[src/rtl/cfr_pkg.sv]
`timescale 1ns / 1ps

package cfr_pkg;

   localparam int unsigned HeaderBytes = 4;

   typedef enum logic {
      KIND_BYTE = 1'b0,
      KIND_END  = 1'b1
   } req_kind_type;

   typedef struct packed {
      logic       req_type;
      logic [7:0] rx_byte;
   } req_item_type;

   typedef struct packed {
      logic [6:0]  frame_length;
      logic        address_match;
      logic        checksum_ok;
      logic        command_valid;
      logic [7:0]  command_code;
      logic [15:0] command_data;
   } rsp_item_type;

   typedef struct packed {
      logic         valid;
      req_item_type item;
   } stage_item_type;

endpackage

[src/rtl/cfr_input_stage.sv]
`timescale 1ns / 1ps

module cfr_input_stage (
   input  logic                  clock,
   input  logic                  reset,
   input  logic                  req_valid,
   output logic                  req_stall,
   input  cfr_pkg::req_item_type req_item,
   input  logic                  advance,
   output cfr_pkg::stage_item_type stage
);
   import cfr_pkg::*;

   logic         valid_ff;
   logic         valid_in;
   req_item_type item_ff;
   logic         load;

   assign load      = !valid_ff || advance;
   assign req_stall = !load;
   assign valid_in  = load ? req_valid : valid_ff;

   always_ff @(posedge clock) begin
      if (reset) begin
         valid_ff <= 1'b0;
      end else begin
         valid_ff <= valid_in;
      end
   end

   always_ff @(posedge clock) begin
      if (load && req_valid) begin
         item_ff <= req_item;
      end
   end

   assign stage.valid = valid_ff;
   assign stage.item  = item_ff;

endmodule

[src/rtl/cfr_frame_check.sv]
`timescale 1ns / 1ps

module cfr_frame_check #(
   parameter int unsigned RX_BUFFER_BYTES = 64
) (
   input  logic                    clock,
   input  logic                    reset,
   input  cfr_pkg::stage_item_type stage,
   output logic                    advance,
   input  logic [7:0]              node_address,
   output logic                    rsp_valid,
   input  logic                    rsp_stall,
   output cfr_pkg::rsp_item_type   rsp_item
);
   import cfr_pkg::*;

   localparam int unsigned CountWidth = $clog2(RX_BUFFER_BYTES + 1);

   logic [CountWidth-1:0] count_ff, count_in;
   logic [15:0]           sum_ff, sum_in;
   logic [7:0]            older_ff, older_in;
   logic [7:0]            newer_ff, newer_in;
   logic [7:0]            header_ff [HeaderBytes];
   logic                  out_valid_ff, out_valid_in;
   rsp_item_type          out_item_ff;
   rsp_item_type          result;
   logic                  is_end;
   logic                  store_byte;
   logic                  out_free;
   logic [15:0]           earlier_sum;
   logic                  addr_ok;
   logic                  sum_ok;
   logic                  cmd_ok;

   assign is_end     = (stage.item.req_type == KIND_END);
   assign out_free   = !out_valid_ff || !rsp_stall;
   assign advance    = stage.valid && (!is_end || out_free);
   assign store_byte = advance && !is_end && (count_ff < CountWidth'(RX_BUFFER_BYTES));

   assign earlier_sum = sum_ff - {8'd0, older_ff} - {8'd0, newer_ff};
   assign addr_ok     = (header_ff[0] == node_address);
   assign sum_ok      = (count_ff > CountWidth'(2)) && (earlier_sum == {older_ff, newer_ff});
   assign cmd_ok      = addr_ok && sum_ok;

   always_comb begin
      result.frame_length  = 7'(count_ff);
      result.address_match = addr_ok;
      result.checksum_ok   = sum_ok;
      result.command_valid = cmd_ok;
      result.command_code  = cmd_ok ? header_ff[1] : 8'd0;
      result.command_data  = cmd_ok ? {header_ff[2], header_ff[3]} : 16'd0;
   end

   always_comb begin
      count_in = count_ff;
      sum_in   = sum_ff;
      older_in = older_ff;
      newer_in = newer_ff;
      if (advance && is_end) begin
         count_in = '0;
         sum_in   = 16'd0;
         older_in = 8'd0;
         newer_in = 8'd0;
      end else if (store_byte) begin
         count_in = count_ff + CountWidth'(1);
         sum_in   = sum_ff + {8'd0, stage.item.rx_byte};
         older_in = newer_ff;
         newer_in = stage.item.rx_byte;
      end
   end

   always_comb begin
      out_valid_in = out_valid_ff;
      if (advance && is_end) begin
         out_valid_in = 1'b1;
      end else if (!rsp_stall) begin
         out_valid_in = 1'b0;
      end
   end

   always_ff @(posedge clock) begin
      if (reset) begin
         count_ff     <= '0;
         sum_ff       <= 16'd0;
         older_ff     <= 8'd0;
         newer_ff     <= 8'd0;
         out_valid_ff <= 1'b0;
         for (int i = 0; i < HeaderBytes; i++) begin
            header_ff[i] <= 8'd0;
         end
      end else begin
         count_ff     <= count_in;
         sum_ff       <= sum_in;
         older_ff     <= older_in;
         newer_ff     <= newer_in;
         out_valid_ff <= out_valid_in;
         if (store_byte && (count_ff < CountWidth'(HeaderBytes))) begin
            header_ff[count_ff[1:0]] <= stage.item.rx_byte;
         end
      end
   end

   always_ff @(posedge clock) begin
      if (advance && is_end) begin
         out_item_ff <= result;
      end
   end

   assign rsp_valid = out_valid_ff;
   assign rsp_item  = out_item_ff;

endmodule

[src/rtl/command_frame_receiver.sv]
`timescale 1ns / 1ps
// An end-of-frame item is registered in the input stage and then in the result register.
// Throughput: one item per cycle while req_stall stays low; the input register and the result register
// let a new item enter while a finished result still waits to be taken.
// Reset is synchronous and active high; it clears the node address, the stored
// header bytes, the byte count, the running sum and both pipeline valid flags.
module command_frame_receiver #(
   parameter int unsigned RX_BUFFER_BYTES = 64
) (
   input  logic                  clock,
   input  logic                  reset,
   input  logic                  req_valid,
   output logic                  req_stall,
   input  cfr_pkg::req_item_type req_item,
   output logic                  rsp_valid,
   input  logic                  rsp_stall,
   output cfr_pkg::rsp_item_type rsp_item,
   input  logic                  csr_write_enable,
   input  logic [7:0]            csr_write_data
);
   import cfr_pkg::*;

   logic [7:0]     node_address_ff;
   stage_item_type stage;
   logic           advance;

   always_ff @(posedge clock) begin
      if (reset) begin
         node_address_ff <= 8'd0;
      end else if (csr_write_enable) begin
         node_address_ff <= csr_write_data;
      end
   end

   cfr_input_stage u_input_stage (
      .clock     (clock),
      .reset     (reset),
      .req_valid (req_valid),
      .req_stall (req_stall),
      .req_item  (req_item),
      .advance   (advance),
      .stage     (stage)
   );

   cfr_frame_check #(
      .RX_BUFFER_BYTES (RX_BUFFER_BYTES)
   ) u_frame_check (
      .clock        (clock),
      .reset        (reset),
      .stage        (stage),
      .advance      (advance),
      .node_address (node_address_ff),
      .rsp_valid    (rsp_valid),
      .rsp_stall    (rsp_stall),
      .rsp_item     (rsp_item)
   );

endmodule

[config.mk]
export PLATFORM = sky130hd
export DESIGN_NAME = command_frame_receiver
export DESIGN_NICKNAME = d
export VERILOG_FILES = /design/src/rtl/cfr_pkg.sv /design/src/rtl/cfr_input_stage.sv /design/src/rtl/cfr_frame_check.sv /design/src/rtl/command_frame_receiver.sv
export SDC_FILE = /design/constraint.sdc
export NUM_CORES = 1
export LEC_CHECK = 0
export BUFFER_PORTS_ARGS = -buffer_cell sky130_fd_sc_hd__buf_4
export CORE_MARGIN = 2
export CORE_UTILIZATION = 40
export CTS_CLUSTER_DIAMETER = 50
export DETAILED_ROUTE_END_ITERATION = 7
export GPL_TIMING_DRIVEN = 0
export MAX_ROUTING_LAYER = met4
export SLEW_MARGIN = 20
export SYNTH_ARGS = -nofsm -noshare
export SYNTH_HDL_FRONTEND = slang
export SYNTH_SLANG_ARGS = --single-unit
export TNS_END_PERCENT = 20
[constraint.sdc]
create_clock -name clock -period 7.9 [get_ports clock]
set_clock_uncertainty 0.15 [all_clocks]
set_input_delay 0 -clock clock [delete_from_list [all_inputs] [get_ports clock]]
set_output_delay 0 -clock clock [all_outputs]
set_load 0.01 [all_outputs]
### Word level (Yosys, flattened, before mapping)

Memories as Yosys holds them, arrays and structs flattened. A register that Yosys moved wholly into a read port is not among the register bits.
Index checks and enable logic that the tools add are counted.

| word-level totals | value |
|---|---|
| RAM bits | 32 |
| word-level logic and storage cells | 55 |
| flip-flop bits (word level) | 68 |
| output and inout bits | 36 |
| memories kept | 1 |
| latch bits | 0 |
| input port bits | 22 |
| ROM bits | 0 |

Memories:

| memory | words | width | read ports | clocked after Yosys merged registers in | wr ports | RTL line | source |
|---|---|---|---|---|---|---|---|
| u_frame_check.header_ff | 4 | 8 | 4 | 3 | 4 | cfr_frame_check.sv:23 | `logic [7:0] header_ff [HeaderBytes];` |

| operators by class | value |
|---|---|
| equality and inequality tests | 3 |
| reductions and logical operators | 21 |
| mux-type cells | 10 |
| divide/modulo/power cells | 0 |
| bitwise gates (word level) | 0 |
| $mul | 0 |
| shift operators | 0 |
| $lt $le $gt $ge | 3 |
| add/subtract/negate cells | 4 |

Operators with widths:

| operator | number |
|---|---|
| $sub A16 B8 Y16 | 2 |
| $add A16 B8 Y16 | 1 |
| $eq A16 B16 Y1 | 1 |
| $eq A8 B8 Y1 | 1 |
| $logic_and A1 B1 Y1 | 8 |
| $logic_not A1 Y1 | 8 |
| $mux W1 | 8 |
| $mux W8 | 1 |
| $reduce_or A8 Y1 | 1 |
| $add A7 B1 Y7 const B | 1 |
| $gt A7 B2 Y1 const B | 1 |
| $lt A7 B3 Y1 const B | 1 |
| $lt A7 B7 Y1 const B | 1 |
| $logic_or A1 B1 Y1 | 3 |
| $mux W2 | 1 |
| $ne A2 B1 Y1 const B | 1 |
| $reduce_or A2 Y1 | 1 |

### Depth between registers and ports, before layout

Gate-level depths: netlist of run 1.

| logic depth | value |
|---|---|
| word-level depth | 12 |
| depth in mapped cells | 14 |
| mapped depth without buffers | 13 |

### By module

A second synthesis of run 1 with hierarchy kept.

| second synthesis, totals | value |
|---|---|
| cell total of the unflattened synthesis | 590 |
| area total of the unflattened synthesis | 6312.3 sq um |

By module, submodules not included:

| module | cells each | area an instance (sq um) | times used |
|---|---|---|---|
| cfr_frame_check | 550 | 5699.2 | 1 |
| cfr_input_stage | 14 | 327.8 | 1 |
| command_frame_receiver | 26 | 285.3 | 1 |

### Worst setup path before layout of run 1

No wires, ideal clock.

| timing | value |
|---|---|
| path type | register to register |
| start | register u_frame_check.newer_ff[0] |
| end | register, netlist name u_frame_check.rsp_item[16] |
| library setup time | 153 ps |
| period minus slack after synthesis | 4164 ps |
| path slack | 3736 ps |
| cell stages (with the launch flop) | 15 |
| required time | 7597 ps |
| data arrival time | 3861 ps |
| cells stage by stage | dfxtp_1 inv_1 fa_1 inv_1 ha_1 or2_2 fa_1 xnor2_1 o31ai_1 or4_1 or4_1 a211oi_2 o2111ai_4 buf_6 nor3_4 |

| on the way | value |
|---|---|
| word-level cells in the longest chain between the ends | 5 |

RTL lines:

| element | RTL line | source |
|---|---|---|
| start: declaration | cfr_frame_check.sv:22 | `logic [7:0] newer_ff, newer_in;` |
| start signal: assignment | cfr_frame_check.sv:95 | `newer_ff <= newer_in;` |
| $sub A16 B8 Y16 | cfr_frame_check.sv:40 | `assign earlier_sum = sum_ff - {8'd0, older_ff} - {8'd0, newer_ff};` |
| $eq A16 B16 Y1 * | cfr_frame_check.sv:42 | `assign sum_ok = (count_ff > CountWidth'(2)) && (earlier_sum == {older_ff, newer_ff});` |
| $logic_and A1 B1 Y1 * | cfr_frame_check.sv:42 |  |
| $logic_and A1 B1 Y1 * | cfr_frame_check.sv:43 | `assign cmd_ok = addr_ok && sum_ok;` |
| $logic_not A1 Y1 (no source line) * | -- |  |

Every way passes the cells marked *; elsewhere a longest branch is shown, timed or not.
A chain may end at the register's enable or synchronous reset.

### Worst setup path in the final report of run 1

| timing | value |
|---|---|
| start | register u_frame_check.older_ff[0] |
| end | register, netlist name u_frame_check.rsp_item[14] |

| on the way | value |
|---|---|
| word-level cells in the longest chain between the ends | 6 |

RTL lines:

| element | RTL line | source |
|---|---|---|
| start: declaration | cfr_frame_check.sv:21 | `logic [7:0] older_ff, older_in;` |
| start signal: assignment | cfr_frame_check.sv:94 | `older_ff <= older_in;` |
| $sub A16 B8 Y16 (2 in series) | cfr_frame_check.sv:40 |  |
| $eq A16 B16 Y1 * | cfr_frame_check.sv:42 |  |
| $logic_and A1 B1 Y1 * | cfr_frame_check.sv:42 |  |
| $logic_and A1 B1 Y1 * | cfr_frame_check.sv:43 |  |
| $logic_not A1 Y1 (no source line) * | -- |  |

Marks and branches as above.

==> results.py, run 1 <==
metrics = {
    "outcome": {
        "outcome": "complete, no violations",
    },
    "sta": {
        "grt_setup_unrepaired": "false",
        "fin_ws_ps": 3270,
        "clock.fmax_mhz": 216,
        "hold_viol": 0,
        "whs_ps": 41.7,
        "fin_crit_sh_pct": 58.6,
        "slew-limit-headroom_pct": 44.7,
        "worst_pin_slew_ps": 828,
        "setup_violations": 0,
        "period_minus_slack_ps": 4630,
        "slew_viol_final": 0,
        "tns_ps": 0,
    },
    "floorplan": {
        "pin_count": 58,
        "rows": 45,
        "fp.dieArea_sq_um": 16600,
        "chipWidth_microns": 129,
        "floorplan.initialDensity_pct": 41.0,
        "coreArea_sq_um": 15300,
        "die_y_microns": 129,
    },
    "cells_and_area": {
        "final_util_pct": 51.0,
        "drive_above_1_share_pct": 16.5,
        "diodes": 0,
        "fin_nets": 749,
        "syn2layout_area_growth_pct": 24.4,
        "final_cells": 921,
        "fin_area_sq_um": 7780,
    },
    "power": {
        "seq_power_share_pct": 45.2,
        "power.share.clock_pct": 43.5,
        "intPower_mw": 1.22,
        "p_per_area_nw_per_um2": 206,
        "p_total_mw": 1.60,
        "ir_drop_mv": 0.130,
        "switchingPower_uw": 380,
        "p_leak_nw": 3.00,
        "pwr-share-comb_pct": 11.3,
        "swShare_pct": 23.7,
    },
    "drt": {
        "drtIter0Drc": 255,
        "firstDrtPassIters": 5,
        "viasPerCell": 4.95,
        "drt_wl_total_microns": 13900,
        "ant_nets": 0,
        "wl_per_cell_microns": 15.1,
        "route.vias.total": 4561,
        "drc": 0,
    },
    "synthesis": {
        "synth_area_leaders": "edfxtp_1 (36%), dfxtp_1 (16%), ha_1 (4.2%)",
        "syn_area_per_cell_sq_um": 10.5,
        "synthMostInstantiatedCell": "edfxtp_1",
        "ys_seq_area_share_pct": 51.7,
        "syn_nets": 646,
        "netlist_instances": 594,
        "yosysTopAreaCell": "edfxtp_1",
        "synth_top_area_share_pct": 36.0,
        "ys_ff_latch": 124,
        "synth_flop_cell": "edfxtp_1",
        "synth_edf_count": 75,
        "synth_area_sq_um": 6250,
        "async_flop_share_pct": 0,
        "synth_common_cells": "edfxtp_1 (75), nand2_1 (63), inv_1 (53)",
        "ys_types": 59,
        "ys.warnings.count": 0,
    },
    "worst_setup_path": {
        "slowest_stage": "or4_1",
        "crit_type": "reg2reg",
        "reg2reg_from": "u_frame_check.older_ff[0]",
        "path_delay_family": "simple AND/OR/NAND/NOR gates",
        "critPathBufInv": 3,
        "cp-end-kind": "flop",
        "worstSetupEndpoint": "u_frame_check.rsp_item[14]",
        "timing.critical_path.from": "u_frame_check.older_ff[0]",
        "max_stage_delay_ps": 550,
        "required_ps": 8010,
        "worstPathArrival_ps": 4740,
        "crit_path_start_kind": "flop",
        "critPathMaxFanout": 10,
        "cp_num_cells": 14,
        "path_cells": "inv_1 > fa_1 > inv_1 > ha_1 > or2_2 > fa_1 > xnor2_1 > o31ai_1 > or4_1 > or4_1 > a211oi_2 > o2111ai_4 > buf_6 > nor3_2",
        "rrSetupSlack_ps": 3270,
        "r2r_cells": 14,
        "timing.rr.end": "u_frame_check.rsp_item[14]",
    },
    "clock_network": {
        "clockRootBuffer": "clkbuf_16",
        "post-cts-setup-buffers": 0,
        "cts_made_buffers": 17,
        "clock-sinks": 124,
        "htree_levels": 4,
        "clkLatencyLatePin_ps": 420,
        "cts_tree": "done",
        "cts_buffer_depth": 2,
        "clkTransAtPathRegs_ps": 50,
    },
    "placed_design": {
        "port_buffers": 55,
        "placedInstanceArea_sq_um": 6970,
        "dpl.cell_count": 861,
        "place_congestion": 0.901,
        "pre_cts_slack_ps": 3260,
        "dp_hpwl_microns": 10200,
    },
    "global_routing": {
        "antenna_found_initial": 0,
        "grt_first_pass_wirelength_microns": 22300,
        "grt_remaining_overflow": 0,
        "grt.total_usage_pct": 18.3,
        "grt_max_degree": 28,
        "grt_pass1_vias": 4461,
    },
    "worst_hold_path": {
        "min_path_type": "in2reg",
        "min_from": "reset",
    },
    "job": {
        "max_cap_violations": 0,
    },
}
==> tightest hold or removal path: stages <==
cell and delay [ps]:
clkbuf_1 320, or3_1 170, mux2i_1 60
==> logic make-up (layout without fill, tap and decap cells) <==
group | Yosys count | in the layout | share of synthesized area [%]
muxes | 9 | 9 | 1.44
DFF | 124 | 124 | 51.7
buffers and inverters | 77 | 193 | 4.92
AOI/OAI and AO/OA | 87 | 87 | 9.19
and+or+nand+nor | 221 | 221 | 19.0
xor gates and xnor gates | 46 | 46 | 6.69
adders and majority gates | 30 | 30 | 7.09
==> routing by layer <==
layer | wire length (microns) | part of all wire [%] | track usage [%] | up-vias
li1 | - | - | - | 2269
met4 | 164 | 1.2 | 6.33 | 0
met5 | 0 | 0 | - | -
met3 | 602 | 4.3 | 4.67 | 19
met2 | 6930 | 50 | 30.2 | 109
met1 | 6210 | 45 | 21.7 | 2164
==> cells in the final DEF, fill, tap and decap left out, types with 10 or more instances in the layout <==
cell / count
a21oi_1: 38
nand3_1: 10
nor2_1: 42
inv_1: 53
clkbuf_1: 20
xor2_1: 19
nor3_1: 12
nand2_1: 63
edfxtp_1: 75
dlygate4sd3_1: 28
clkbuf_16: 17
dfxtp_1: 49
buf_4: 55
ha_1: 21
and2_1: 34
xnor2_1: 25
nor3_2: 17
==> worst min-delay path by stage <==
| stage | endpoint | slack (ps) | depth (start not counted) |
|---|---|---|---|
| 6_report | u_frame_check.sum_ff[15] | 40 | 3 |
| 5_1_grt | u_frame_check.sum_ff[15] | 30 | 3 |
| 4_1_cts | u_frame_check.sum_ff[15] | 20 | 3 |
| 3_5_place_dp | u_input_stage.stage[5] | 30 | 1 |
| 3_3_place_gp | u_input_stage.stage[2] | 30 | 1 |
| 2_1_floorplan | u_input_stage.stage[0] | -50 | 0 |
==> registers in the layout (all words and copies together) (netlist names) <==
signal and flops:
u_frame_check.rsp_item 34, u_frame_check.header_ff 32, u_frame_check.sum_ff 16, u_input_stage.stage 9, node_address_ff 8, u_frame_check.newer_ff 8
u_frame_check.older_ff 8, u_frame_check.count_ff 7, u_frame_check.rsp_valid 1, u_input_stage.valid_ff 1
==> area by class of cell <==
| class | instances | area, sq um |
|---|---|---|
| Fill cell | 1362 | 7480 |
| Multi-Input combinational cell | 393 | 2720 |
| Clock inverter | 9 | 71.3 |
| Tap cell | 211 | 264 |
| Clock buffer | 23 | 458 |
| Inverter | 53 | 199 |
| Timing Repair Buffer | 84 | 721 |
| Sequential cell | 124 | 3230 |
| Buffer | 24 | 109 |
==> timing repair <==
item                                   4_1_cts  5_1_grt
hold buffers                                28        0
resized for setup                            0        0
endpoints found under the hold margin       26        0
==> power groups by stage <==
stage | clock network, mW | logic [mW] | registers, mW
finish | 0.697 | 0.181 | 0.724
global route | 0.737 | 0.199 | 0.725
CTS | 0.707 | 0.179 | 0.724
detailed placement | 0 | 0.165 | 0.737
global placement | 0 | 0.160 | 0.736
floorplan | 0 | 0.118 | 0.731
Power figures use the tool's default switching activity.
==> run 2, diff against run 1 <==
- clock period: 7.9 -> 4.4 ns (I/O delays scaled with it)
==> run 2 against run 1 <==
- total power increased by 80%
- register-to-register slack got worse by 3200 ps
- count of clock-buffer cells in the layout is the same
- clock power is 79% higher
- combinational power grew 85%
- die area did not move
- setup slack got worse by 3200 ps
- maximum frequency is 7.8% higher
- largest cell class unchanged
- sequential cell count unchanged
- global-route usage is 0.21 points higher
==> results.py, run 2 (synthesis results as in run 1) <==
metrics = {
    "clock_network": {
        "clockRootBuffer": "clkbuf_16",
        "clkTransAtPathRegs_ps": 50,
        "clkLatencyLatePin_ps": 420,
        "clock-sinks": 124,
        "cts_made_buffers": 17,
        "cts_buffer_depth": 2,
        "cts_tree": "done",
        "htree_levels": 4,
    },
    "floorplan": {
        "die_y_microns": 129,
        "fp.dieArea_sq_um": 16600,
        "rows": 45,
        "chipWidth_microns": 129,
        "pin_count": 58,
        "floorplan.initialDensity_pct": 41.0,
        "coreArea_sq_um": 15300,
    },
    "cells_and_area": {
        "fin_area_sq_um": 7910,
        "mostFrequentLayoutCell": "edfxtp_1",
        "diodes": 0,
        "final_cell_mix": "edfxtp_1 (75), nand2_1 (63), buf_4 (60), inv_1 (52), dfxtp_1 (47)",
        "syn2layout_area_growth_pct": 26.5,
        "fin_nets": 756,
        "drive_above_1_share_pct": 18.5,
        "final_util_pct": 51.8,
        "largest_register_ffs": 34,
    },
    "worst_hold_path": {
        "min_path_cells": 3,
        "min_path_type": "in2reg",
        "min_from": "reset",
    },
    "global_routing": {
        "grt_remaining_overflow": 0,
        "grt_max_degree": 28,
        "grt.total_usage_pct": 18.5,
        "grt_first_pass_wirelength_microns": 22600,
        "antenna_found_initial": 0,
        "grt_pass1_vias": 4521,
    },
    "worst_setup_path": {
        "worstPathArrival_ps": 4400,
        "cp-end-kind": "flop",
        "path_cells": "inv_2 > fa_1 > inv_1 > ha_2 > or2_4 > fa_2 > xnor2_2 > xnor2_1 > or4_1 > or4_4 > a211oi_4 > o2111ai_4 > buf_6 > buf_12 > nor3_2",
        "crit_type": "reg2reg",
        "max_stage_delay_ps": 560,
        "r2r_cells": 15,
        "timing.critical_path.from": "u_frame_check.older_ff[0]",
        "worstSetupEndpoint": "u_frame_check.rsp_item[18]",
        "timing.rr.end": "u_frame_check.rsp_item[18]",
        "critPathBufInv": 4,
        "required_ps": 4510,
        "rrSetupSlack_ps": 110,
        "crit_path_start_kind": "flop",
        "cp_num_cells": 15,
        "path_delay_family": "simple AND/OR/NAND/NOR gates",
        "slowest_stage": "fa_1",
        "critPathMaxFanout": 10,
        "reg2reg_from": "u_frame_check.older_ff[0]",
    },
    "drt": {
        "wl_per_cell_microns": 15.1,
        "met2WireLength_microns": 7040,
        "firstDrtPassIters": 5,
        "highest_layer": "met4",
        "drt_wl_total_microns": 14000,
        "wl_met3_microns": 503,
        "ant_nets": 0,
        "viasPerCell": 4.91,
        "drtIter0Drc": 265,
        "route.vias.total": 4555,
        "drc": 0,
        "wl_met1_microns": 6340,
    },
    "power": {
        "p_per_area_nw_per_um2": 365,
        "p_leak_nw": 3.09,
        "ir_drop_mv": 0.233,
    },
    "placed_design": {
        "place_congestion": 0.901,
        "port_buffers": 55,
        "placedInstanceArea_sq_um": 6970,
        "dp_hpwl_microns": 10200,
    },
    "sta": {
        "fin_crit_sh_pct": 97.5,
        "worst_pin_slew_ps": 828,
        "setup_violations": 0,
        "period_minus_slack_ps": 4290,
        "clock.fmax_mhz": 233,
        "slew_viol_final": 0,
        "hold_viol": 0,
        "slew-limit-headroom_pct": 44.7,
        "grt_setup_unrepaired": "true",
    },
    "job": {
        "max_cap_violations": 0,
    },
    "outcome": {
        "outcome": "complete, no violations",
    },
}
==> run 2: cell count changes in the layout (fill, tap and decap cells not counted), sizes merged <==
cell  delta
buf      +7
==> run 2: where the power goes <==
group          internal [mW]  switching, mW  leakage, nW
Sequential              1.27         0.0323         1.14
Clock                  0.780          0.473        0.253
Combinational          0.152          0.183         1.70
==> run 2: worst reg2reg max path, cell delays in order, from the launching register on <==
cell and delay (ps):
dfxtp_4 340, inv_2 30, fa_1 560, inv_1 50, ha_2 170, or2_4 220
fa_2 380, xnor2_2 160, xnor2_1 140, or4_1 530, or4_4 520, a211oi_4 200
o2111ai_4 240, buf_6 220, buf_12 130, nor3_2 100
==> run 2: worst min-delay path by stage <==
| stage | end |
|---|---|
| floorplan | u_input_stage.stage[0] |
| global placement | u_input_stage.stage[2] |
| detailed placement | u_input_stage.stage[5] |
| CTS | u_frame_check.sum_ff[15] |
| global route | u_frame_check.sum_ff[15] |
| finish | u_frame_check.sum_ff[15] |
==> run 2: per-stage QoR <==
step	hold WS (ps)	cells	TNS, ps	power, mW	setup slack (ps)
after global placement	28.7	860	-6910	1.61	-164
after global routing	34.9	928	-159	2.99	-21.5
final	36.9	928	0	2.89	110
after CTS	17.0	929	-86.9	2.90	-13.9
after floorplan	-51.1	594	0	1.53	236
after detailed placement	29.6	861	-4820	1.62	-235
==> run 2: final cells by class <==
type                    count  area (sq um)
plain buffers              23           106
clock buffers              23           458
clock inverters             9          71.3
fillers                  1342          7350
inverters                  53           199
multi-input cells         393          2780
flip-flops and latches    124          3240
well taps                 211           264
repair buffers             92           792
==> run 2: repair_timing <==
item	in CTS	in global routing
pin swaps	7	5
gates resized for setup	17	5
gates cloned	1	0
hold endpoints to repair	26	0
hold buffers	28	0
buffers inserted	7	1
endpoints found under the setup margin	26	25
==> run 2: layer usage <==
layer	up-vias	GRT usage [%]
met3	17	4.67
met1	2167	22.0
met4	0	6.33
met2	95	30.7
li1	2276	-
met5	-	-
==> run 3, diff against run 2 <==
- BUFFER_PORTS_ARGS: -buffer_cell sky130_fd_sc_hd__buf_4 -> -buffer_cell sky130_fd_sc_hd__buf_2
==> run 3 against run 2 <==
- final cell count is the same
- total power grew 1.8%
- register-to-register slack is essentially flat
- via count grew 1.5%
- critical path depth is the same
- cell area shrank 0.33%
- critical path type unchanged
==> results.py, run 3 (synthesis results as in run 1) <==
metrics = {
    "clock_network": {
        "cts_buffer_depth": 2,
        "clkTransAtPathRegs_ps": 60,
        "cts_made_buffers": 17,
        "clockRootBuffer": "clkbuf_16",
        "clkLatencyLatePin_ps": 410,
        "cts_tree": "done",
        "clock-sinks": 124,
        "htree_levels": 4,
    },
    "job": {
        "max_cap_violations": 0,
    },
    "sta": {
        "hold_viol": 0,
        "setup_violations": 0,
        "clock.fmax_mhz": 233,
        "slew_viol_final": 0,
        "worst_pin_slew_ps": 862,
        "fin_crit_sh_pct": 97.7,
        "period_minus_slack_ps": 4300,
        "fin_ws_ps": 101,
        "slew-limit-headroom_pct": 42.4,
    },
    "drt": {
        "highest_layer": "met4",
        "ant_nets": 0,
        "wl_met3_microns": 450,
        "viasPerCell": 4.98,
        "drt_wl_total_microns": 14100,
        "wl_met1_microns": 6340,
        "wl_per_cell_microns": 15.2,
        "met2WireLength_microns": 7110,
        "route.vias.total": 4622,
        "firstDrtPassIters": 5,
        "drc": 0,
        "drtIter0Drc": 330,
    },
    "worst_setup_path": {
        "worstPathArrival_ps": 4400,
        "rrSetupSlack_ps": 100,
        "reg2reg_from": "u_frame_check.older_ff[0]",
        "cp_num_cells": 15,
        "worstSetupEndpoint": "u_frame_check.rsp_item[19]",
        "timing.rr.end": "u_frame_check.rsp_item[19]",
        "required_ps": 4500,
        "crit_path_start_kind": "flop",
        "path_delay_family": "simple AND/OR/NAND/NOR gates",
        "cp-end-kind": "flop",
        "crit_top_cell": "xnor2_2",
        "r2r_cells": 15,
        "critPathMaxFanout": 8,
        "path_cells": "inv_2 > fa_1 > inv_1 > ha_2 > or2_4 > fa_2 > xnor2_2 > xnor2_2 > or4_1 > or4_4 > a211oi_4 > o2111ai_4 > buf_12 > buf_8 > nor3_2",
        "timing.critical_path.from": "u_frame_check.older_ff[0]",
        "slowest_stage": "fa_1",
        "critPathBufInv": 4,
        "crit_type": "reg2reg",
        "max_stage_delay_ps": 550,
    },
    "cells_and_area": {
        "final-seq-area_sq_um": 3240,
        "nFillCells": 1357,
        "largest_register_ffs": 34,
        "fin_nets": 756,
        "syn2layout_area_growth_pct": 26.1,
        "final_cell_mix": "edfxtp_1 (75), nand2_1 (63), buf_2 (58), inv_1 (52), dfxtp_1 (47)",
        "drive_above_1_share_pct": 20.4,
        "diodes": 0,
        "final_util_pct": 51.7,
        "mostFrequentLayoutCell": "edfxtp_1",
        "multi_input_area_sq_um": 2810,
    },
    "worst_hold_path": {
        "min_path_type": "in2reg",
        "min_path_cells": 3,
    },
    "global_routing": {
        "grt_pass1_vias": 4701,
        "grt_first_pass_wirelength_microns": 23100,
        "grt.total_usage_pct": 18.6,
        "grt_remaining_overflow": 0,
        "antenna_found_initial": 0,
        "grt_max_degree": 28,
    },
    "placed_design": {
        "pre_cts_slack_ps": -245,
        "port_buffers": 55,
        "place_congestion": 0.909,
        "dp_hpwl_microns": 10100,
    },
    "outcome": {
        "outcome": "complete, no violations",
    },
    "floorplan": {
        "fp.dieArea_sq_um": 16600,
        "floorplan.initialDensity_pct": 41.0,
        "die_y_microns": 129,
        "rows": 45,
        "chipWidth_microns": 129,
        "coreArea_sq_um": 15300,
        "pin_count": 58,
    },
    "power": {
        "p_leak_nw": 3.09,
        "p_per_area_nw_per_um2": 373,
        "ir_drop_mv": 0.263,
    },
}
==> run 3: where the power goes <==
group | switching (mW) | internal (mW) | leakage (nW) | total [mW]
registers | 0.0319 | 1.27 | 1.14 | 1.30
clock network | 0.531 | 0.785 | 0.268 | 1.32
logic | 0.183 | 0.143 | 1.68 | 0.326
==> run 3: per-stage QoR <==
stage          instances  total power, mW  TNS [ps]  hold slack (ps)  area [sq um]
6_report             928             2.94         0             10.6          7880
5_1_grt              928             3.05     -25.9             32.0          7880
2_1_floorplan        594             1.53         0            -51.1          6250
3_3_place_gp         860             1.60     -6140             27.5          6790
4_1_cts              927             2.96         0            0.614          7820
3_5_place_dp         861             1.61     -4660             29.6          6830
==> run 3: area by class of cell <==
cell class                      instances  share of cell area, %
Clock inverter                         14                   1.73
Multi-Input combinational cell        393                   35.6
Buffer                                 24                   1.54
Timing Repair Buffer                   91                   8.71
Sequential cell                       124                   41.1
Inverter                               53                   2.52
Clock buffer                           18                   5.44
Tap cell                              211                   3.35
==> run 3: worst min-delay path by stage <==
stage                          start                      to  slack, ps
floorplan                req_item[0]  u_input_stage.stage[0]        -50
global placement         req_item[8]  u_input_stage.stage[8]         30
detailed placement       req_item[0]  u_input_stage.stage[0]         30
CTS                 csr_write_enable      node_address_ff[0]        0.6
global route        csr_write_enable      node_address_ff[0]         30
finish              csr_write_enable      node_address_ff[0]         10
==> run 3: tightest hold or removal path: cells and delay by family <==
family                 cells  cell delay (ps)
multiplexers               1              200
buffers and inverters      1              250
AND/OR/NAND/NOR            1               80
==> run 3: layer usage <==
layer	vias up	track usage, %
met1	2221	22.4
li1	2277	-
met4	0	5.43
met2	107	31.8
met3	17	3.55
met5	-	-
==> run 3: what timing repair did <==
| action | 4_1_cts | 5_1_grt |
|---|---|---|
| pin swaps | 5 | 3 |
| setup buffers | 6 | 0 |
| hold buffers | 27 | 0 |
| gates resized for setup | 17 | 8 |
| setup endpoints to repair | 26 | 26 |
| endpoints found under the hold margin | 26 | 0 |
| gates cloned | 1 | 1 |
